<file path="src/hw/rtl/lwpm_pkg.sv">
// shared types, constants and helpers for the lcd write to pixel mapper
// no dependencies
`timescale 1ns / 1ps
`default_nettype none

package lwpm_pkg;

    localparam int SCREEN_ROWS    = 64;
    localparam int ROW_NIBBLES    = 34;
    localparam int SHADOW_COLUMNS = 36;

    localparam int ADDR_W     = 20;
    localparam int NIB_W      = 4;
    localparam int POS_W      = 6;
    localparam int LOFF_W     = 12;
    localparam int HOFF_W     = 3;
    localparam int CFG_IDX_W  = 3;
    localparam int CFG_DATA_W = 20;

    localparam int CELL_COUNT = SCREEN_ROWS * SHADOW_COLUMNS;
    localparam int CELL_AW    = $clog2(CELL_COUNT);
    localparam int CELL_W     = NIB_W + 1;

    localparam int DIV_STEPS = ADDR_W;
    localparam int DIV_CNT_W = $clog2(DIV_STEPS);

    localparam int CMDQ_DEPTH = 2;
    localparam int CMDQ_PTR_W = $clog2(CMDQ_DEPTH);
    localparam int CMDQ_CNT_W = $clog2(CMDQ_DEPTH + 1);

    localparam logic [ADDR_W-1:0] DISPLAY_START_MASK = 20'hffffe;
    localparam logic [HOFF_W-1:0] HORIZ_WIDE_LIMIT   = 3'd3;
    localparam logic [LOFF_W-1:0] HORIZ_WIDE_EXTRA   = 12'd2;
    localparam logic [POS_W-1:0]  LINES_DEFAULT      = 6'd63;

    typedef enum logic [CFG_IDX_W-1:0] {
        REG_DISPLAY_START = 3'd0,
        REG_HORIZ_OFFSET  = 3'd1,
        REG_LINE_COUNT    = 3'd2,
        REG_LINE_OFFSET   = 3'd3,
        REG_MENU_START    = 3'd4
    } cfg_reg_t;

    typedef struct packed {
        logic              cmd;
        logic [ADDR_W-1:0] address;
        logic [NIB_W-1:0]  nibble_value;
    } req_item_t;

    typedef struct packed {
        logic [POS_W-1:0] row;
        logic [POS_W-1:0] column;
        logic [NIB_W-1:0] pixels;
        logic             last;
    } rsp_item_t;

    // one cell update, or a column fill over rows 0 .. lines-1
    typedef struct packed {
        logic             fill;
        logic [POS_W-1:0] row;
        logic [POS_W-1:0] col;
        logic [NIB_W-1:0] val;
        logic [POS_W-1:0] lines;
    } cell_cmd_t;

    function automatic logic [CELL_AW-1:0] cell_addr(input logic [POS_W-1:0] row,
                                                     input logic [POS_W-1:0] col);
        logic [CELL_AW-1:0] base;
        base = CELL_AW'(row) * CELL_AW'(SHADOW_COLUMNS);
        return base + CELL_AW'(col);
    endfunction

endpackage

`default_nettype wire

</file>
<file path="src/hw/rtl/lwpm_cmd_queue.sv">
// two-entry command queue between the placement front and the cell back end
// depends on lwpm_pkg
`timescale 1ns / 1ps
`default_nettype none

module lwpm_cmd_queue (
    input  wire logic                 clk,
    input  wire logic                 rst_n,
    input  wire logic                 push,
    input  wire lwpm_pkg::cell_cmd_t  push_data,
    input  wire logic                 pop,
    output lwpm_pkg::cell_cmd_t       head,
    output logic                      full,
    output logic                      empty
);

    import lwpm_pkg::*;

    cell_cmd_t             entry_reg [CMDQ_DEPTH];
    logic [CMDQ_PTR_W-1:0] wr_ptr_reg;
    logic [CMDQ_PTR_W-1:0] rd_ptr_reg;
    logic [CMDQ_CNT_W-1:0] count_reg;

    logic do_push;
    logic do_pop;

    assign full    = count_reg == CMDQ_CNT_W'(CMDQ_DEPTH);
    assign empty   = count_reg == '0;
    assign do_push = push && !full;
    assign do_pop  = pop && !empty;
    assign head    = entry_reg[rd_ptr_reg];

    always_ff @(posedge clk)
    begin
        if (do_push)
        begin
            entry_reg[wr_ptr_reg] <= push_data;
        end
    end

    always_ff @(posedge clk or negedge rst_n)
    begin
        if (!rst_n)
        begin
            wr_ptr_reg <= '0;
            rd_ptr_reg <= '0;
            count_reg  <= '0;
        end
        else
        begin
            if (do_push)
            begin
                wr_ptr_reg <= (wr_ptr_reg == CMDQ_PTR_W'(CMDQ_DEPTH - 1)) ? '0
                              : wr_ptr_reg + CMDQ_PTR_W'(1);
            end
            if (do_pop)
            begin
                rd_ptr_reg <= (rd_ptr_reg == CMDQ_PTR_W'(CMDQ_DEPTH - 1)) ? '0
                              : rd_ptr_reg + CMDQ_PTR_W'(1);
            end
            if (do_push && !do_pop)
            begin
                count_reg <= count_reg + CMDQ_CNT_W'(1);
            end
            else if (do_pop && !do_push)
            begin
                count_reg <= count_reg - CMDQ_CNT_W'(1);
            end
        end
    end

endmodule

`default_nettype wire

</file>
<file path="config.mk">
export PLATFORM = sky130hd
export DESIGN_NAME = lwpm_cmd_queue
export DESIGN_NICKNAME = d
export VERILOG_FILES = /design/src/hw/rtl/lwpm_pkg.sv /design/src/hw/rtl/lwpm_cmd_queue.sv
export SDC_FILE = /design/constraint.sdc
export NUM_CORES = 1
export LEC_CHECK = 0
export ABC_AREA = 1
export BUFFER_PORTS_ARGS = -buffer_cell sky130_fd_sc_hd__buf_2
export CAP_MARGIN = 20
export CORE_UTILIZATION = 41
export CTS_BUF_LIST = sky130_fd_sc_hd__clkbuf_2
export DETAILED_ROUTE_END_ITERATION = 16
export PLACE_DENSITY_LB_ADDON = 0.3
export SETUP_SLACK_MARGIN = 0.1
export SLEW_MARGIN = 25
export SYNTH_ARGS = -nofsm -noshare
export SYNTH_HDL_FRONTEND = slang
export SYNTH_SLANG_ARGS = --single-unit
</file>
<file path="constraint.sdc">
create_clock -name clk -period 3.54 [get_ports clk]
set_input_delay 0.708 -clock clk [delete_from_list [all_inputs] [get_ports clk]]
set_output_delay 0.708 -clock clk [all_outputs]
set_load 0.1 [all_outputs]
</file>
* After elaboration in Yosys (flattened, before gate mapping)
Memory sizes are Yosys's and may differ from the RTL's. Cells that the tools add are included.
Word-level totals: word-level logic and storage cells 25, memory bits (writable) 46, memories 1, input port bits 27, output and inout port bits 25, register bits after elaboration 4
Memory list:
- entry_reg | words 2, bits a word 23, read ports 1, clocked after memory_dff 0, write ports 1, RTL line lwpm_cmd_queue.sv:19 | cell_cmd_t entry_reg [CMDQ_DEPTH];
Cells by class: equality and inequality tests 1, reduce and logical (&&, ||, !) cells 10, $add $sub $neg 4, muxes and demuxes 6
Operators with widths (count):
- $logic_and 1x1->1 | 4
- $logic_not 1->1 | 4
- $mux 1 | 4
- $mux 2 | 2
- $add 1x1->1 const B | 2
- $add 2x1->2 const B | 1
- $eq 2x2->1 const B | 1
- $logic_not 2->1 | 1
- $reduce_bool 2->1 | 1
- $sub 2x1->2 const B | 1

* Depth between registers and ports, before layout
depth in word-level cells 7, gate-level depth with buffers 9, depth with buffers taken out 9

* Worst setup path after synthesis
Ideal clock, no wire load.
path type register -> output, from register count_reg[0], to output empty, cell stages (with the launch flop) 2, slack 1.098 ns, arrival 1.734 ns, buffers on the path 0, required time 2.832 ns, path through dfrtp_1 nor2_1
On the way: word-level cells in the longest chain between the ends 1
Ends and longest elaborated chain:
- start, declared | RTL line lwpm_cmd_queue.sv:22 | logic [CMDQ_CNT_W-1:0] count_reg;
- start signal, assigned | RTL line lwpm_cmd_queue.sv:63 | count_reg <= count_reg + CMDQ_CNT_W'(1);
- start signal, assigned | RTL line lwpm_cmd_queue.sv:67 | count_reg <= count_reg - CMDQ_CNT_W'(1);
- $logic_not 2->1 | RTL line lwpm_cmd_queue.sv:28 | assign empty = count_reg == '0;
- end, declared | RTL line lwpm_cmd_queue.sv:14 | output logic empty
Every way passes these cells.

==> metrics.md <==
| Metric | Value |
|---|---|
| Worst setup startpoint | `rd_ptr_reg$_DFFE_PN0P_` |
| Ports | `52` |
| Synth cell count leaders | `78 x nand2_1, 46 x edfxtp_1, 6 x inv_1` |
| CP max stage delay | `430 ps` |
| Inserted Diodes | `0` |
| Most used cell, CP | `nand2_1` |
| Status | `completed` |
| Clock Latency Late Sink | `420 ps` |
| Routed wire length | `3.18 mm` |
| Fin nets | `235` |
| Antenna Nets Post-Route | `0` |
| Cell taking the most area after synthesis | `edfxtp_1` |
| Detailed-router iteration count before antenna repair | `4` |
| Fin crit period | `2490 ps` |
| Largest net degree at the start of global routing | `25` |
| Async SR Flop Fraction | `0.0800` |
| DPL Wire Length | `2.15 mm` |
| Number of synthesized flops with an enable pin | `46` |
| DR DRC count | `0` |
| CTS hold repair buffers | `0` |
| Synth Instances | `152` |
| R2r setup slk | `1750 ps` |
| Clock Tree Buf Depth | `2` |
| Fill cells | `396` |
| Fmax | `402 MHz` |
| Clk sinks | `50` |
| Worst hold-check path type | `input pin to asynchronous set/reset pin` |
| Crit Path Class | `register to output port` |
| Vias in the first global route | `1091` |
| Core area | `4410 sq um` |
| Synth top area share | `0.723` |
| FF-to-FF path depth | `4` |
| Crit path capture type | `output port` |
| Input/output buffers | `51` |
| Full die area | `4930 sq um` |
| Area Overhead vs Synth | `18.2%` |
| Total GRT Usage | `0.142` |
| Number of core rows | `24` |
| Number of flip-flops in the largest register | `46` |
| Routed vias/inst | `4.54` |
| Clk pin slew, worst setup/hold paths | `210 ps` |
| Slew Viols, Final | `0` |
| Antenna violations before repair | `0` |
| Req. time, crit path | `2830 ps` |
| Global-route wire length before repair | `5.06 mm` |
| Die Width | `70.2 um` |
| GRT Residual Overflow | `0` |
| Register area share after synthesis | `0.776` |
| Finished Cell Area | `2260 sq um` |
| Worst-path cell chain | `inv_2, nand2_1, nand2_1, buf_2` |
| Iteration-0 DRC Markers | `47` |
| CTS Buf Count | `5` |
| GPL Wtd Cong | `0.744` |
| Reg area | `1480 sq um` |
| Post-CTS setup buffer count | `0` |
| Final setup viols | `0` |
| Die span in y | `70.2 um` |
| Cell Area, Synth | `1910 sq um` |
| Multi-input gate area | `370 sq um` |
| WP data arrival | `1780 ps` |
| Relative slew slack | `0.391` |
| Placement Cell Area | `2220 sq um` |
| Top FF cell, synth | `edfxtp_1` |
| Syn. warnings | `0` |
| Clock root cell | `clkbuf_2` |
| Crit Path Max Fanout | `24` |
| Final setup TNS | `0 ps` |
| Final worst-path cycle share | `0.703` |
| Worst path slowest cell | `dfrtp_1` |
| R2R Path Start | `count_reg[0]$_DFFE_PN0P_` |
| Syn_nets | `180` |
| Count leader, synth | `nand2_1` |
| Distinct cells, synth | `16` |
| Drt wl/cell | `12.2 um` |
| Clock skew | `6.97 ps` |
| Top cells by area in the synthesized netlist | `edfxtp_1 72%, nand2_1 15%, dfrtp_1 5.2%` |
| Synth Area per Inst | `12.6 sq um` |
| Initial core utilization | `0.433` |
| CP startpoint kind | `register` |
| Endpoints failing hold | `0` |
| RSZ-0062 raised after global routing | `no` |
| Vias | `1180` |
| CTS tree | `built` |
| Least-Margin Pin Slew | `913 ps` |
| Seq cells post-synth | `50` |
| Max-cap violations | `0` |
| RR Endpoint | `entry_reg[0][12]$_DFFE_PP_` |
| H-tree depth | `2` |
| Share of layout cells above drive strength 1 | `0.313` |
| Post-cts sizing count | `0` |
[per-stage QoR]
step / hold slack (ps) / cells / setup WS, ps / utilization
4_1_cts: 27.2 / 260 / 1020 / 0.511
6_report: 43.0 / 260 / 1050 / 0.511
3_3_place_gp: 469 / 252 / 1460 / 0.502
3_5_place_dp: 474 / 252 / 1420 / 0.502
2_1_floorplan: 412 / 152 / 1100 / -
5_1_grt: 6.17 / 260 / 889 / 0.511
[cells in the final DEF, fill, tap and decap left out]
cell type | synthesis | final
buf_2 | 3 | 51
nor2_4 | 1 | 1
buf_4 | 2 | 2
clkinv_2 | 0 | 1
nand4_1 | 1 | 1
clkinv_1 | 0 | 1
o21ai_1 | 2 | 2
inv_1 | 6 | 6
edfxtp_1 | 46 | 46
dfrtp_1 | 4 | 4
nand3_1 | 1 | 1
nor2_1 | 2 | 1
inv_2 | 2 | 2
nand3b_1 | 1 | 1
nor2_2 | 1 | 2
ha_1 | 1 | 1
clkbuf_2 | 0 | 6
nand2_1 | 78 | 78
xnor2_1 | 1 | 1
[per-layer routing]
| layer | vias up | global-route usage | wire length, um |
|---|---|---|---|
| met5 | - | 0 | 0 |
| met4 | 0 | 0.0644 | 51 |
| met3 | 7 | 0.0476 | 196 |
| met2 | 38 | 0.231 | 1590 |
| met1 | 524 | 0.171 | 1340 |
| li1 | 611 | - | - |
[area by class of cell]
class | instances | area share
flip-flops and latches | 50 | 0.657
clock inverters | 2 | 0.00388
repair buffers | 53 | 0.120
well taps | 52 | 0.0288
inverters | 8 | 0.0133
clock buffers | 6 | 0.0133
multi-input cells | 89 | 0.164
[logic make-up after synthesis]
kind of cell	synth area share
buffers and inverters	0.0315
flip-flops	0.776
AO/OA/AOI/OAI	0.00524
AND/OR/NAND/NOR	0.176
XOR/XNOR	0.00459
adder cells (fa/ha/maj)	0.00655
[critical path: cells and delay by family, from the launching register on]
| kind | cells | cell delay [ps] |
|---|---|---|
| and+or+nand+nor | 2 | 180 |
| DFF | 1 | 430 |
| buffers and inverters | 2 | 740 |
[how the worst max path moves through the flow]
stage	endpoint	slack, ps
CTS	head[16]	1020
global placement	entry_reg[0][7]$_DFFE_PP_	1460
detailed placement	entry_reg[0][8]$_DFFE_PP_	1420
floorplan	empty	1100
global route	head[12]	890
finish	head[16]	1050
Power is left out: the tool's default activity adds up to more than one toggle a clock period on the data nets, which glitch-free logic cannot reach.
