==> src/hw/rtl/lwpm_pkg.sv <==
// shared types, constants and helpers for the lcd write to pixel mapper
// no dependencies
`timescale 1ns / 1ps
`default_nettype none

package lwpm_pkg;

    localparam int SCREEN_ROWS    = 64;
    localparam int ROW_NIBBLES    = 34;
    localparam int SHADOW_COLUMNS = 36;

    localparam int ADDR_W     = 20;
    localparam int NIB_W      = 4;
    localparam int POS_W      = 6;
    localparam int LOFF_W     = 12;
    localparam int HOFF_W     = 3;
    localparam int CFG_IDX_W  = 3;
    localparam int CFG_DATA_W = 20;

    localparam int CELL_COUNT = SCREEN_ROWS * SHADOW_COLUMNS;
    localparam int CELL_AW    = $clog2(CELL_COUNT);
    localparam int CELL_W     = NIB_W + 1;

    localparam int DIV_STEPS = ADDR_W;
    localparam int DIV_CNT_W = $clog2(DIV_STEPS);

    localparam int CMDQ_DEPTH = 2;
    localparam int CMDQ_PTR_W = $clog2(CMDQ_DEPTH);
    localparam int CMDQ_CNT_W = $clog2(CMDQ_DEPTH + 1);

    localparam logic [ADDR_W-1:0] DISPLAY_START_MASK = 20'hffffe;
    localparam logic [HOFF_W-1:0] HORIZ_WIDE_LIMIT   = 3'd3;
    localparam logic [LOFF_W-1:0] HORIZ_WIDE_EXTRA   = 12'd2;
    localparam logic [POS_W-1:0]  LINES_DEFAULT      = 6'd63;

    typedef enum logic [CFG_IDX_W-1:0] {
        REG_DISPLAY_START = 3'd0,
        REG_HORIZ_OFFSET  = 3'd1,
        REG_LINE_COUNT    = 3'd2,
        REG_LINE_OFFSET   = 3'd3,
        REG_MENU_START    = 3'd4
    } cfg_reg_t;

    typedef struct packed {
        logic              cmd;
        logic [ADDR_W-1:0] address;
        logic [NIB_W-1:0]  nibble_value;
    } req_item_t;

    typedef struct packed {
        logic [POS_W-1:0] row;
        logic [POS_W-1:0] column;
        logic [NIB_W-1:0] pixels;
        logic             last;
    } rsp_item_t;

    // one cell update, or a column fill over rows 0 .. lines-1
    typedef struct packed {
        logic             fill;
        logic [POS_W-1:0] row;
        logic [POS_W-1:0] col;
        logic [NIB_W-1:0] val;
        logic [POS_W-1:0] lines;
    } cell_cmd_t;

    function automatic logic [CELL_AW-1:0] cell_addr(input logic [POS_W-1:0] row,
                                                     input logic [POS_W-1:0] col);
        logic [CELL_AW-1:0] base;
        base = CELL_AW'(row) * CELL_AW'(SHADOW_COLUMNS);
        return base + CELL_AW'(col);
    endfunction

endpackage

`default_nettype wire

==> src/hw/rtl/lwpm_front.sv <==
// front end: configuration registers, request intake, placement by iterative divide
// depends on lwpm_pkg
`timescale 1ns / 1ps
`default_nettype none

module lwpm_front (
    input  wire logic                               clk,
    input  wire logic                               rst_n,
    input  wire logic                               cfg_valid,
    input  wire logic [lwpm_pkg::CFG_IDX_W-1:0]     cfg_index,
    input  wire logic [lwpm_pkg::CFG_DATA_W-1:0]    cfg_data,
    input  wire logic                               req_valid,
    output logic                                    req_stall,
    input  wire lwpm_pkg::req_item_t                req_data,
    input  wire logic                               clearing,
    input  wire logic                               q_full,
    output logic                                    q_push,
    output lwpm_pkg::cell_cmd_t                     q_data
);

    import lwpm_pkg::*;

    typedef enum logic [1:0] {
        ST_IDLE,
        ST_DIVIDE,
        ST_CHECK,
        ST_PUSH
    } state_t;

    state_t state_reg;

    logic [ADDR_W-1:0] display_start_reg;
    logic [HOFF_W-1:0] horiz_offset_reg;
    logic [POS_W-1:0]  line_count_reg;
    logic [LOFF_W-1:0] line_offset_reg;
    logic [ADDR_W-1:0] menu_start_reg;

    logic [ADDR_W-1:0]    quot_reg;
    logic [LOFF_W-1:0]    rem_reg;
    logic [LOFF_W-1:0]    divisor_reg;
    logic                 menu_reg;
    logic [DIV_CNT_W-1:0] cnt_reg;
    cell_cmd_t            cmd_reg;

    logic [POS_W-1:0]  lines;
    logic [LOFF_W-1:0] stride;
    logic [ADDR_W-1:0] start;
    logic [ADDR_W-1:0] off;
    logic              below;
    logic              accept;
    logic [LOFF_W:0]   rem_shift;
    logic              fits;
    logic [ADDR_W:0]   menu_row;
    logic              place_ok;
    logic [POS_W-1:0]  place_row;

    always_comb
    begin
        lines  = (line_count_reg == '0) ? LINES_DEFAULT : line_count_reg;
        stride = LOFF_W'(ROW_NIBBLES) + line_offset_reg +
                 ((horiz_offset_reg > HORIZ_WIDE_LIMIT) ? HORIZ_WIDE_EXTRA : '0);
        start  = req_data.cmd ? menu_start_reg : (display_start_reg & DISPLAY_START_MASK);
        below  = req_data.address < start;
        off    = req_data.address - start;
        accept = req_valid && !req_stall;

        // one restoring step per cycle
        rem_shift = {rem_reg, quot_reg[ADDR_W-1]};
        fits      = rem_shift >= {1'b0, divisor_reg};

        menu_row = (ADDR_W+1)'(cmd_reg.lines) + (ADDR_W+1)'(quot_reg) + (ADDR_W+1)'(1);
        if (menu_reg)
        begin
            place_ok  = (menu_row <= (ADDR_W+1)'(SCREEN_ROWS - 1)) &&
                        (rem_reg <= LOFF_W'(SHADOW_COLUMNS - 1));
            place_row = menu_row[POS_W-1:0];
        end
        else
        begin
            place_ok  = (quot_reg <= ADDR_W'(SCREEN_ROWS - 1)) &&
                        (rem_reg <= LOFF_W'(SHADOW_COLUMNS - 1));
            place_row = quot_reg[POS_W-1:0];
        end
    end

    assign req_stall = (state_reg != ST_IDLE) || clearing;
    assign q_push    = (state_reg == ST_PUSH) && !q_full;
    assign q_data    = cmd_reg;

    always_ff @(posedge clk or negedge rst_n)
    begin
        if (!rst_n)
        begin
            display_start_reg <= '0;
            horiz_offset_reg  <= '0;
            line_count_reg    <= '0;
            line_offset_reg   <= '0;
            menu_start_reg    <= '0;
        end
        else if (cfg_valid)
        begin
            case (cfg_reg_t'(cfg_index))
                REG_DISPLAY_START: display_start_reg <= cfg_data[ADDR_W-1:0];
                REG_HORIZ_OFFSET:  horiz_offset_reg  <= cfg_data[HOFF_W-1:0];
                REG_LINE_COUNT:    line_count_reg    <= cfg_data[POS_W-1:0];
                REG_LINE_OFFSET:   line_offset_reg   <= cfg_data[LOFF_W-1:0];
                REG_MENU_START:    menu_start_reg    <= cfg_data[ADDR_W-1:0];
                default:           ;
            endcase
        end
    end

    always_ff @(posedge clk or negedge rst_n)
    begin
        if (!rst_n)
        begin
            state_reg   <= ST_IDLE;
            cnt_reg     <= '0;
            quot_reg    <= '0;
            rem_reg     <= '0;
            divisor_reg <= '0;
            menu_reg    <= 1'b0;
            cmd_reg     <= '0;
        end
        else
        begin
            case (state_reg)
                ST_IDLE:
                begin
                    if (accept && !below)
                    begin
                        cmd_reg.val   <= req_data.nibble_value;
                        cmd_reg.lines <= lines;
                        menu_reg      <= req_data.cmd;
                        if (!req_data.cmd && stride == '0)
                        begin
                            // zero stride: the offset is the column, fill every line
                            if (off <= ADDR_W'(SHADOW_COLUMNS - 1))
                            begin
                                cmd_reg.fill <= 1'b1;
                                cmd_reg.row  <= '0;
                                cmd_reg.col  <= off[POS_W-1:0];
                                state_reg    <= ST_PUSH;
                            end
                        end
                        else
                        begin
                            quot_reg    <= off;
                            rem_reg     <= '0;
                            cnt_reg     <= '0;
                            divisor_reg <= req_data.cmd ? LOFF_W'(ROW_NIBBLES) : stride;
                            state_reg   <= ST_DIVIDE;
                        end
                    end
                end
                ST_DIVIDE:
                begin
                    rem_reg  <= fits ? LOFF_W'(rem_shift - {1'b0, divisor_reg})
                                     : rem_shift[LOFF_W-1:0];
                    quot_reg <= {quot_reg[ADDR_W-2:0], fits};
                    cnt_reg  <= cnt_reg + DIV_CNT_W'(1);
                    if (cnt_reg == DIV_CNT_W'(DIV_STEPS - 1))
                    begin
                        state_reg <= ST_CHECK;
                    end
                end
                ST_CHECK:
                begin
                    cmd_reg.fill <= 1'b0;
                    cmd_reg.row  <= place_row;
                    cmd_reg.col  <= rem_reg[POS_W-1:0];
                    state_reg    <= place_ok ? ST_PUSH : ST_IDLE;
                end
                ST_PUSH:
                begin
                    if (!q_full)
                    begin
                        state_reg <= ST_IDLE;
                    end
                end
                default:
                begin
                    state_reg <= ST_IDLE;
                end
            endcase
        end
    end

endmodule

`default_nettype wire

==> config.mk <==
export PLATFORM = sky130hd
export DESIGN_NAME = lwpm_front
export DESIGN_NICKNAME = d
export VERILOG_FILES = /design/src/hw/rtl/lwpm_pkg.sv /design/src/hw/rtl/lwpm_front.sv
export SDC_FILE = /design/constraint.sdc
export NUM_CORES = 1
export LEC_CHECK = 0
export BUFFER_PORTS_ARGS = -buffer_cell sky130_fd_sc_hd__buf_2
export CAP_MARGIN = 20
export CORE_AREA = 4 4 124 126
export CTS_BUF_LIST = sky130_fd_sc_hd__clkbuf_4
export CTS_CLUSTER_SIZE = 25
export DETAILED_ROUTE_END_ITERATION = 6
export DIE_AREA = 0 0 128 130
export PLACE_DENSITY = 0.79
export SYNTH_ARGS = -nofsm -noshare
export SYNTH_HDL_FRONTEND = slang
export SYNTH_SLANG_ARGS = --single-unit
==> constraint.sdc <==
create_clock -name clk -period 5.3 [get_ports clk]
set_input_delay 1.06 -clock clk [delete_from_list [all_inputs] [get_ports clk]]
set_output_delay 1.06 -clock clk [all_outputs]
set_load 0.01 [all_outputs]
Word-level counts from Yosys, hierarchy flattened. Cells that the tools add are included.

Word-level logic and storage cells: 101. Register bits: 136. Bits of input ports: 54.

Reduce and logical (&&, ||, !) cells: 28. Bitwise gates (word level): 1. Equal/unequal tests: 15. $lt $le $gt $ge: 7. Add/sub/neg operators: 7. Multiplexer cells: 27.

Operator list (count): $mux W20 (3); $mux W12 (4); $le A20 B6 Y1 const B (2); $pmux W20 S2 (1); $mux W13 (2); $pmux W13 S2 (1); $pmux W12 S2 (1); $mux W23 (1); $add A21 B1 Y21 const B (1); $add A6 B20 Y21 (1); $le A21 B6 Y1 const B (1); $lt A20 B20 Y1 (1); $sub A20 B20 Y20 (1); $mux W2 (7); $ge A13 B12 Y1 (1); $add A12 B2 Y12 (1); $add A6 B12 Y12 const A (1); $le A12 B6 Y1 const B (1); $logic_not A12 Y1 (1); $mux W6 (2); $ne A2 B2 Y1 const B (6); $reduce_and A2 Y1 (6); $sub A12 B12 Y12 (1); $mux W5 (2); 22 further kinds (36).

Logic depth before layout (Yosys ltp). Gate-level depths: netlist of the first run.

Word-level depth: 8. Mapped depth: 17. Gate-level depth less buffers: 14.

Least setup slack after synthesis of the first run. Ideal clock, no wire load.

Path kind: input to register. From: in req_data[24] (netlist bit). To: reg cmd_reg, in the netlist q_data[17]. Arrival time: 4521 ps. Slack: 659 ps. Data required time: 5180 ps. Stages on the path: 16. Path buffers: 5. Cell sequence: clkbuf_1 clkbuf_1 mux2i_1 ha_1 buf_2 and3_1 and3_4 o211ai_2 and3_4 o31ai_4 nand3_2 or4_1 buf_2 or2_1 buf_2 a31o_1.

Cells in the longest elaborated chain, start to end: 6. Elaborated cells between the ends (all ways): 12.

RTL lines: start, declared (line lwpm_front.sv:14) `input wire lwpm_pkg::req_item_t req_data,`; branches (longest 5 deep; another with $sub A20 B20 Y20); $reduce_and A4 Y1 (no source line) (*); end, declared (line lwpm_front.sv:43) `cell_cmd_t cmd_reg;`.

Every way passes the cells marked *. A chain may end at the register's enable or synchronous reset.

Worst setup path in the final report of the first run.
From: in req_data[24] (netlist bit). To: reg cmd_reg, in the netlist q_data[21].

The elaborated chain is that of the path after synthesis.

==> results_tabular.tex, run 1 <==
\begin{tabular}{lr}
\hline
Metric & Value \\
\hline
\multicolumn{2}{l}{\textbf{Floorplanning}} \\
Core region area & 14,300 um2 \\
Placement Rows & 44 \\
I/O pin total & 79 \\
Chip height & 130 um \\
Initial Util & 58.8\% \\
Die outline width & 128 um \\
Die Area & 16,600 um2 \\
\multicolumn{2}{l}{\textbf{Logic synthesis}} \\
Sequential area share after synthesis & 39.6\% \\
Post-synthesis sequential element count & 133 \\
Syn Std Cell Area & 8410 um2 \\
Fraction of registers with async set/reset & 100\% \\
Number of warnings issued by yosys & 0 \\
Synth unique cells & 67 \\
Post-synthesis area per instance & 9.48 um2 \\
Primary flip-flop cell chosen by synthesis mapping & dfrtp\_1 \\
Dominant cell by count in the synthesized netlist & dfrtp\_1 \\
Post-synth EDFFs & 0 \\
Top cells by area in the synthesized netlist & dfrtp\_1 (40\%), mux2\_2 (8.8\%), ha\_1 (6.5\%) \\
Area share of the largest cell type after synthesis & 39.6\% \\
Commonest cells in the netlist & dfrtp\_1 (133), nand2\_1 (83), o21ai\_0 (69) \\
Post-synthesis net count & 989 \\
Most area-hungry cell type in the Yosys netlist & dfrtp\_1 \\
Number of instances in the synthesized netlist & 888 \\
\multicolumn{2}{l}{\textbf{Setup path}} \\
First element of the critical path & req\_data[24] \\
Reg-to-reg critical path startpoint & menu\_start\_reg[10] \\
Endpoint kind of the worst setup timing path & flip-flop \\
Worst Reg-to-Reg Cells & 11 \\
Crit path arrival time & 4840 ps \\
Data required time of the critical path & 5760 ps \\
Worst reg2reg setup slack & 1680 ps \\
Startpoint types & primary input \\
Startpoint-to-endpoint class of the critical path & primary input to flip-flop \\
Peak fanout along the critical path & 21 \\
Worst r2r dst & q\_data[21] \\
\multicolumn{2}{l}{\textbf{Clocking}} \\
CTS clk-pin slew, worst paths & 120 ps \\
CTS tree & done \\
Number of levels the H-tree was split into & 4 \\
CTS root buf & clkbuf\_4 \\
CTS sink count & 133 \\
Post-CTS Setup Repair Bufs & 0 \\
CTS-repair resized insts & 0 \\
Total clock buffers created by CTS & 17 \\
Clock insertion delay at the later pin of the skew report & 560 ps \\
Maximum number of buffers from clock root to sink & 2 \\
Hold buffer count at cts & 0 \\
\multicolumn{2}{l}{\textbf{STA}} \\
Transition at the pin with the smallest max-transition slack & 846 ps \\
Number of failing setup endpoints in the final timing report & 0 \\
Highest Clock Rate & 229 MHz \\
Minimum clock period & 4370 ps \\
Post-route setup TNS & 0 ps \\
Number of hold violations in the final report & 0 \\
Max-slew violation count & 0 \\
Slew HR & 43.6\% \\
Worst setup skew after layout & 17.4 ps \\
Period utilization & 82.5\% \\
Unrepaired setup endpoints after global routing & false \\
\multicolumn{2}{l}{\textbf{GRT}} \\
Pin count of the biggest net entering global routing & 69 \\
Wire length of the first global-routing pass & 32,000 um \\
Global-route total usage across every layer & 24.4\% \\
Vias in the first global route & 6,432 \\
Antenna violations before repair & 1 \\
Total global routing overflow & 0 \\
\multicolumn{2}{l}{\textbf{Power and ir drop}} \\
Worst voltage drop across the vdd grid & 0.203 mV \\
Static leakage & 4.16 nW \\
Final total power & 5.18 mW \\
Power Density & 559 nW/um2 \\
\multicolumn{2}{l}{\textbf{Finish}} \\
Post-synthesis to final-layout area growth & 10.1\% \\
Count of filler cells inserted in the layout & 1,213 \\
Post-layout nets & 1,058 \\
Share of layout cells above drive strength 1 & 20.8\% \\
Fraction of the core area covered by cells at the end of the flow & 64.7\% \\
Number of flip-flops in the largest register & 23 \\
\multicolumn{2}{l}{\textbf{Detailed routing}} \\
Drt wl/cell & 17.2 um \\
Via count & 6,910 \\
Total wirelength of the detailed-routed design & 19,900 um \\
Iteration count of the initial detailed-routing pass & 7 \\
Routed Antenna Nets & 0 \\
Via density per instance & 5.98 \\
Number of design rule violations left after detail routing & 0 \\
Initial DRC count & 499 \\
\multicolumn{2}{l}{\textbf{Min path}} \\
Hold Path Origin & divisor\_reg[4] \\
Number of instances on the worst hold path & 2 \\
End point of the most critical hold path & divisor\_reg[4] \\
Hold Crit Class & flip-flop to flip-flop \\
\multicolumn{2}{l}{\textbf{Outcome}} \\
Run status & completed \\
\multicolumn{2}{l}{\textbf{Placed design}} \\
Placer congestion estimate & 0.965 \\
Count of input and output buffers & 78 \\
Placed wire-length estimate & 15,300 um \\
\multicolumn{2}{l}{\textbf{Run}} \\
MaxCap Viol Count & 0 \\
\hline
\end{tabular}
[critical path, cell delays in order]
cell     delay, ps
buf_2          500
mux2i_1        170
ha_1           550
nand2_1        150
o211a_1        240
o21ai_0        430
nor3_1         100
a21oi_1        220
xor2_1         130
or4_1          660
or2_1          360
a31o_1         240
[logic make-up (layout without fill, tap and decap cells)]
group,after synthesis,count (layout),share of synthesized area [%]
xor gates and xnor gates,34,34,3.54
other,0,1,0
and+or+nand+nor,275,275,16.2
buffers and inverters,75,157,3.45
AOI/OAI and AO/OA,222,222,16.9
muxes,102,102,13.1
adders and majority gates,47,47,7.26
DFF,133,133,39.6
[how the worst max path moves through the flow]
stage                             to  slack [ps]  cells after the start
after CTS                 q_data[17]         990                     12
after global placement    q_data[21]         480                     12
final                     q_data[21]         930                     12
after global routing      q_data[16]         720                     12
after floorplan           q_data[17]         660                     16
after detailed placement  q_data[21]         390                     12
[area by class of cell]
cell class,instances,area (um2),share of cell area [%]
Multi-Input combinational cell,680,4810,51.9
Clock buffer,18,135,1.46
Timing Repair Buffer,92,498,5.37
Tap cell,184,230,2.48
Antenna cell,1,2.50,0.0270
Clock inverter,14,136,1.47
Sequential cell,133,3330,35.9
Inverter,33,124,1.34
[layer usage]
| metal | vias up | part of all wire [%] | track usage (%) |
|---|---|---|---|
| li1 | 3375 | - | - |
| met1 | 3272 | 47 | 33.9 |
| met2 | 230 | 44 | 36.9 |
| met3 | 33 | 6.2 | 6.30 |
| met4 | 0 | 2.7 | 9.24 |
| met5 | - | 0 | 0 |
[where the power goes]
group | switching (mW) | internal [mW]
sequential | 0.386 | 1.39
combinational | 1.52 | 1.22
clock | 0.387 | 0.281
[through the flow]
step                cells  setup WS [ps]  area (um2)  hold slack (ps)
floorplan             888            659        8410              449
global placement     1122            479        8990              460
detailed placement   1122            395        8990              470
CTS                  1154            985        9270              499
global route         1155            721        9270              530
finish               1155            926        9270              496
[cells in the final DEF, fill, tap and decap left out, types with 7 or more instances in the layout]
cell type  count
dfrtp_1      133
nand2_1       83
buf_2         77
o21ai_0       69
mux2_2        66
nor2_1        64
a21oi_1       55
ha_1          44
mux2i_1       36
inv_1         33
nor3_1        22
xnor2_1       22
nand4_1       18
clkbuf_4      18
a21o_1        17
buf_4         15
nand3_1       13
nand2b_1      12
xor2_1        12
o31ai_1       11
a211oi_1      10
and2_1         9
or4_1          9
nor2b_1        8
o31a_1         7
a31o_1         7
No activity file was read; power rests on OpenSTA's default activity.
==> run 2, diff against run 1 <==
--- a/config.mk
+++ b/config.mk
@@ -5,14 +5,15 @@
 export SDC_FILE = /design/constraint.sdc
 export NUM_CORES = 1
 export LEC_CHECK = 0
+export ABC_AREA = 1
 export BUFFER_PORTS_ARGS = -buffer_cell sky130_fd_sc_hd__buf_2
 export CAP_MARGIN = 20
-export CORE_AREA = 4 4 124 126
+export CORE_AREA = 4 4 131 133
 export CTS_BUF_LIST = sky130_fd_sc_hd__clkbuf_4
 export CTS_CLUSTER_SIZE = 25
 export DETAILED_ROUTE_END_ITERATION = 6
-export DIE_AREA = 0 0 128 130
-export PLACE_DENSITY = 0.79
+export DIE_AREA = 0 0 135 137
+export PLACE_DENSITY = 0.78
 export SYNTH_ARGS = -nofsm -noshare
 export SYNTH_HDL_FRONTEND = slang
 export SYNTH_SLANG_ARGS = --single-unit
==> constraint.sdc (replaced) <==
create_clock -name clk -period 3.9 [get_ports clk]
set_input_delay 0.78 -clock clk [delete_from_list [all_inputs] [get_ports clk]]
set_output_delay 0.78 -clock clk [all_outputs]
set_load 0.01 [all_outputs]
==> run 2 against run 1 <==
First-iteration DRC count rose by 26%. Die area increased by 11%. Cell count grew 34%. Combinational power rose by 41%. Clock power up 45%.
==> results_tabular.tex, run 2 <==
\begin{tabular}{lr}
\hline
Metric & Value \\
\hline
\multicolumn{2}{l}{\textbf{Power and ir drop}} \\
Final total power & 7.18 mW \\
Worst voltage drop across the vdd grid & 0.298 mV \\
Static leakage & 5.26 nW \\
Power Density & 734 nW/um2 \\
\multicolumn{2}{l}{\textbf{Finish}} \\
Post-layout nets & 1,423 \\
Most used cells in the layout excluding fill and tap cells & nand2\_1 (412), inv\_1 (161), dfrtp\_1 (133) \\
Post-synthesis to final-layout area growth & 10.5\% \\
Fraction of the core area covered by cells at the end of the flow & 61.8\% \\
Number of flip-flops in the largest register & 23 \\
Area of all placed cells without fillers & 9780 um2 \\
Final instance count without filler cells & 1,550 \\
Most common library cell in the layout ignoring fill and taps & nand2\_1 \\
Share of layout cells above drive strength 1 & 11.0\% \\
\multicolumn{2}{l}{\textbf{Setup path}} \\
Maximum single-stage delay on the critical path & 380 ps \\
Worst r2r dst & q\_data[19] \\
Chain of cells forming the critical path & buf\_2 -> buf\_4 -> mux2i\_1 -> ha\_1 -> nand2\_1 -> nor2\_1 -> nand3\_1 -> nand2\_1 -> nand2\_1 -> nand2\_1 -> nand2\_1 -> nand2\_1 -> xor2\_1 -> nand4\_1 -> nand2\_2 -> nand2\_4 -> nand2\_1 -> nand2\_1 \\
Data required time of the critical path & 4320 ps \\
Top cell by count, worst path & nand2\_1 \\
Worst Reg-to-Reg Cells & 21 \\
Reg-to-reg critical path startpoint & menu\_start\_reg[0] \\
Slowest cell on crit path & ha\_1 \\
Endpoint kind of the worst setup timing path & flip-flop \\
Startpoint-to-endpoint class of the critical path & primary input to flip-flop \\
Startpoint types & primary input \\
Peak fanout along the critical path & 13 \\
Worst reg2reg setup slack & 880 ps \\
Crit path arrival time & 3740 ps \\
\multicolumn{2}{l}{\textbf{STA}} \\
Unrepaired setup endpoints after global routing & false \\
Highest Clock Rate & 301 MHz \\
Worst setup skew after layout & 20.7 ps \\
Slew HR & 46.1\% \\
Post-route setup TNS & 0 ps \\
Slack of the critical path & 581 ps \\
Number of hold violations in the final report & 0 \\
Period utilization & 85.1\% \\
Max-slew violation count & 0 \\
Hold slack & 315 ps \\
Transition at the pin with the smallest max-transition slack & 809 ps \\
Number of failing setup endpoints in the final timing report & 0 \\
Minimum clock period & 3320 ps \\
\multicolumn{2}{l}{\textbf{Placed design}} \\
Placed cell areas & 9460 um2 \\
Count of input and output buffers & 78 \\
Placer congestion estimate & 0.909 \\
Placed wire-length estimate & 16,900 um \\
Placed cell count & 1,518 \\
Worst slack at placement & 59.7 ps \\
\multicolumn{2}{l}{\textbf{GRT}} \\
Pin count of the biggest net entering global routing & 74 \\
Global-route total usage across every layer & 24.3\% \\
Antenna violations before repair & 1 \\
Wire length of the first global-routing pass & 36,300 um \\
Vias in the first global route & 7,389 \\
Total global routing overflow & 0 \\
\multicolumn{2}{l}{\textbf{Clocking}} \\
Maximum number of buffers from clock root to sink & 2 \\
Hold buffer count at cts & 0 \\
CTS clk-pin slew, worst paths & 120 ps \\
CTS tree & done \\
CTS root buf & clkbuf\_4 \\
Clock insertion delay at the later pin of the skew report & 540 ps \\
Number of levels the H-tree was split into & 4 \\
CTS sink count & 133 \\
Total clock buffers created by CTS & 17 \\
Post-CTS Setup Repair Bufs & 0 \\
CTS-repair resized insts & 0 \\
\multicolumn{2}{l}{\textbf{Logic synthesis}} \\
Post-synthesis area per instance & 7.09 um2 \\
Top cells by area in the synthesized netlist & dfrtp\_1 (38\%), nand2\_1 (17\%), inv\_1 (6.8\%) \\
Dominant cell by count in the synthesized netlist & nand2\_1 \\
Area share of the largest cell type after synthesis & 37.6\% \\
Synth unique cells & 46 \\
Commonest cells in the netlist & nand2\_1 (412), inv\_1 (161), dfrtp\_1 (133) \\
Number of instances in the synthesized netlist & 1,248 \\
Post-synthesis net count & 1,349 \\
Most area-hungry cell type in the Yosys netlist & dfrtp\_1 \\
Primary flip-flop cell chosen by synthesis mapping & dfrtp\_1 \\
Syn Std Cell Area & 8850 um2 \\
Post-synth EDFFs & 0 \\
Number of warnings issued by yosys & 0 \\
Post-synthesis sequential element count & 133 \\
Sequential area share after synthesis & 37.6\% \\
Fraction of registers with async set/reset & 100\% \\
\multicolumn{2}{l}{\textbf{Floorplanning}} \\
I/O pin total & 79 \\
Placement Rows & 46 \\
Initial Util & 55.9\% \\
Core region area & 15,800 um2 \\
Die Area & 18,500 um2 \\
Chip height & 137 um \\
Die outline width & 135 um \\
\multicolumn{2}{l}{\textbf{Detailed routing}} \\
Drt wl/cell & 14.1 um \\
Initial DRC count & 630 \\
Via count & 8,340 \\
Via density per instance & 5.38 \\
Total wirelength of the detailed-routed design & 21,900 um \\
Number of design rule violations left after detail routing & 0 \\
Routed Antenna Nets & 0 \\
Iteration count of the initial detailed-routing pass & 6 \\
\multicolumn{2}{l}{\textbf{Outcome}} \\
Run status & completed \\
\multicolumn{2}{l}{\textbf{Run}} \\
MaxCap Viol Count & 0 \\
\multicolumn{2}{l}{\textbf{Min path}} \\
Hold Crit Class & primary input to asynchronous set/reset pin \\
\hline
\end{tabular}
run 2: cell types whose count changed in the layout (fill, tap and decap cells not counted), sizes merged, moves of 12 or more:
cell	before	now
a21oi	55	42
nor3	23	11
nand3	14	76
xnor2	22	9
a21o	17	1
nand2	83	417
nand2b	12	0
mux2i	36	19
inv	34	165
mux2	66	0
o21ai	70	129
run 2: area by class of cell:
class,instances,area (um2)
tap,216,270
inverter,163,612
timing repair buffer,91,536
multi-input combinational,916,4740
clock buffer,18,135
fill,1450,6050
clock inverter,12,156
sequential,133,3330
antenna,1,2.50
run 2: kinds of logic after synthesis:
family | share of synthesized area [%]
buffers and inverters | 8.96
flip-flops | 37.6
AO/OA/AOI/OAI | 13.2
multiplexers | 2.15
AND/OR/NAND/NOR | 29.3
adder cells (fa/ha/maj) | 6.90
XOR/XNOR | 1.88
run 2: layer usage:
| layer | part of all wire, % | up-vias | track usage [%] |
|---|---|---|---|
| met2 | 44 | 279 | 37.0 |
| met4 | 1.6 | 0 | 6.61 |
| met5 | 0 | - | 0 |
| met1 | 48 | 3813 | 36.2 |
| met3 | 7.0 | 32 | 3.79 |
| li1 | - | 4216 | - |
run 2: worst max-delay path by stage:
stage	slack, ps	endpoint	startpoint	cells past startpoint
after floorplan	330	q_data[18]	req_data[24]	24
after global placement	60	q_data[19]	req_data[24]	17
after detailed placement	60	q_data[19]	req_data[24]	17
after CTS	640	q_data[19]	req_data[24]	17
after global routing	320	q_data[19]	req_data[24]	22
final	580	q_data[19]	req_data[24]	18
run 2: power breakdown:
group,internal [mW],switching [mW]
Combinational,1.44,2.43
Sequential,1.86,0.490
Clock,0.446,0.518
run 2: critical path, delay by kind of cell:
| kind | cells | cell delay [ps] |
|---|---|---|
| xor+xnor | 1 | 180 |
| mux | 1 | 90 |
| fa+ha+maj | 1 | 380 |
| buf+inv | 2 | 570 |
| simple gates | 13 | 1720 |
==> run 3, diff against run 2 <==
--- a/config.mk
+++ b/config.mk
@@ -8,11 +8,11 @@
 export ABC_AREA = 1
 export BUFFER_PORTS_ARGS = -buffer_cell sky130_fd_sc_hd__buf_2
 export CAP_MARGIN = 20
-export CORE_AREA = 4 4 131 133
+export CORE_AREA = 2 2 129 131
 export CTS_BUF_LIST = sky130_fd_sc_hd__clkbuf_4
 export CTS_CLUSTER_SIZE = 25
 export DETAILED_ROUTE_END_ITERATION = 6
-export DIE_AREA = 0 0 135 137
+export DIE_AREA = 0 0 131 133
 export PLACE_DENSITY = 0.78
 export SYNTH_ARGS = -nofsm -noshare
 export SYNTH_HDL_FRONTEND = slang
==> run 3 against run 2 <==
Die area decreased by 5.8%. Sequential share of layout area decreased by 0.36 points. Design area is 1.1% higher. Non-clock buffer count grew 6.
==> results_tabular.tex, run 3 (synthesized netlist as in run 2, its figures left out) <==
\begin{tabular}{lr}
\hline
Metric & Value \\
\hline
\multicolumn{2}{l}{\textbf{Placed design}} \\
Placed wire-length estimate & 17,000 um \\
Placed cell count & 1,528 \\
Worst slack at placement & -68.2 ps \\
Placer congestion estimate & 0.962 \\
Count of input and output buffers & 78 \\
\multicolumn{2}{l}{\textbf{Finish}} \\
Share of layout cells above drive strength 1 & 11.3\% \\
Most used cells in the layout excluding fill and tap cells & nand2\_1 (412), inv\_1 (161), dfrtp\_1 (133) \\
Post-layout nets & 1,429 \\
Number of flip-flops in the largest register & 23 \\
Count of filler cells inserted in the layout & 1,501 \\
Most common library cell in the layout ignoring fill and taps & nand2\_1 \\
Final instance count without filler cells & 1,562 \\
Post-synthesis to final-layout area growth & 11.7\% \\
\multicolumn{2}{l}{\textbf{Clocking}} \\
Clock insertion delay at the later pin of the skew report & 570 ps \\
Number of levels the H-tree was split into & 4 \\
CTS-repair resized insts & 0 \\
Hold buffer count at cts & 0 \\
CTS sink count & 133 \\
CTS clk-pin slew, worst paths & 120 ps \\
CTS root buf & clkbuf\_4 \\
Post-CTS Setup Repair Bufs & 0 \\
Total clock buffers created by CTS & 17 \\
Maximum number of buffers from clock root to sink & 2 \\
CTS tree & done \\
\multicolumn{2}{l}{\textbf{Floorplanning}} \\
Placement Rows & 47 \\
I/O pin total & 79 \\
Die Area & 17,400 um2 \\
Core region area & 16,200 um2 \\
Die outline width & 131 um \\
Chip height & 133 um \\
Initial Util & 54.7\% \\
\multicolumn{2}{l}{\textbf{Detailed routing}} \\
Total wirelength of the detailed-routed design & 21,800 um \\
Initial DRC count & 549 \\
Routed Antenna Nets & 0 \\
Drt wl/cell & 13.9 um \\
Via density per instance & 5.29 \\
Number of design rule violations left after detail routing & 0 \\
Via count & 8,257 \\
Iteration count of the initial detailed-routing pass & 5 \\
\multicolumn{2}{l}{\textbf{Power and ir drop}} \\
Power Density & 740 nW/um2 \\
Final total power & 7.32 mW \\
Static leakage & 5.32 nW \\
Worst voltage drop across the vdd grid & 0.320 mV \\
\multicolumn{2}{l}{\textbf{GRT}} \\
Global-route total usage across every layer & 26.6\% \\
Pin count of the biggest net entering global routing & 66 \\
Antenna violations before repair & 1 \\
Vias in the first global route & 7,532 \\
Wire length of the first global-routing pass & 36,700 um \\
Total global routing overflow & 0 \\
\multicolumn{2}{l}{\textbf{STA}} \\
Highest Clock Rate & 294 MHz \\
Worst setup skew after layout & 20.7 ps \\
Post-route setup TNS & 0 ps \\
Period utilization & 87.3\% \\
Max-slew violation count & 0 \\
Unrepaired setup endpoints after global routing & false \\
Minimum clock period & 3400 ps \\
Slew HR & 45.1\% \\
Transition at the pin with the smallest max-transition slack & 824 ps \\
Slack of the critical path & 497 ps \\
Number of hold violations in the final report & 0 \\
Number of failing setup endpoints in the final timing report & 0 \\
\multicolumn{2}{l}{\textbf{Setup path}} \\
Peak fanout along the critical path & 13 \\
Endpoint kind of the worst setup timing path & flip-flop \\
Startpoint types & primary input \\
Data required time of the critical path & 4340 ps \\
Crit path arrival time & 3850 ps \\
Worst Reg-to-Reg Cells & 19 \\
Startpoint-to-endpoint class of the critical path & primary input to flip-flop \\
\multicolumn{2}{l}{\textbf{Outcome}} \\
Run status & completed \\
\multicolumn{2}{l}{\textbf{Min path}} \\
Hold Crit Class & primary input to asynchronous set/reset pin \\
\multicolumn{2}{l}{\textbf{Run}} \\
MaxCap Viol Count & 0 \\
\hline
\end{tabular}
-- run 3: cell count changes in the layout (fill, tap and decap cells not counted) --
| cell | change |
|---|---|
| clkinv_2 | -1 |
| clkinv_1 | +2 |
| clkbuf_4 | +1 |
| inv_6 | -1 |
| clkinv_4 | +1 |
| buf_4 | +6 |
| clkinvlp_4 | -2 |
| bufinv_16 | +2 |
-- run 3: layer usage --
layer  up-vias  GRT usage [%]  wire, um
li1       4228              -         -
met1      3771           38.9     10600
met2       225           40.8      9790
met3        33           4.00       998
met4         0           8.22       399
met5         -              0         0
-- run 3: layout make-up --
type	instances	area, um2	share of cell area (%)
multi-input cells	916	4740	48.0
flip-flops and latches	133	3330	33.7
inverters	163	612	6.19
repair buffers	97	581	5.87
well taps	220	275	2.78
clock inverters	13	204	2.06
clock buffers	19	143	1.44
diodes	1	2.50	0.0253
-- run 3: stage by stage --
stage          hold WS (ps)  cell area (um2)  utilization, %
2_1_floorplan           452             8850               -
6_report                271             9890            61.1
3_3_place_gp            452             9510            58.8
4_1_cts                 283             9860            60.9
5_1_grt                 310             9890            61.1
3_5_place_dp            456             9510            58.8
-- run 3: critical path, cell delays in order --
cell,delay [ps]
buf_2,230
buf_4,270
nand2_1,80
inv_1,60
ha_1,130
inv_1,90
fa_1,460
nand2_1,100
nand2_1,80
nand3_1,120
nand2_1,80
nand2_1,110
nand2_1,80
nand2_1,70
nand2_1,50
xor2_1,220
nand4_1,280
nand2_2,250
nand2_4,130
nand2_1,100
nand2_1,50
-- run 3: path summary, 6_finish.rpt --
kind / startpoint / end / slack, ps
min in group clk: req_data[2] / q_data[8] / 410
max reg2reg: menu_start_reg[0] / q_data[18] / 830
max in group asynchronous: rst_n / line_count_reg[5] / 2790
min: rst_n / menu_start_reg[14] / 270
max: req_data[24] / q_data[18] / 500
min reg2reg: q_data[21] / q_data[21] / 480
-- run 3: report_power, final --
group / internal (mW) / switching [mW] / total, mW / leakage (nW)
Combinational: 1.45 / 2.40 / 3.85 / 3.48
Clock: 0.585 / 0.530 / 1.12 / 0.178
Sequential: 1.86 / 0.491 / 2.35 / 1.66
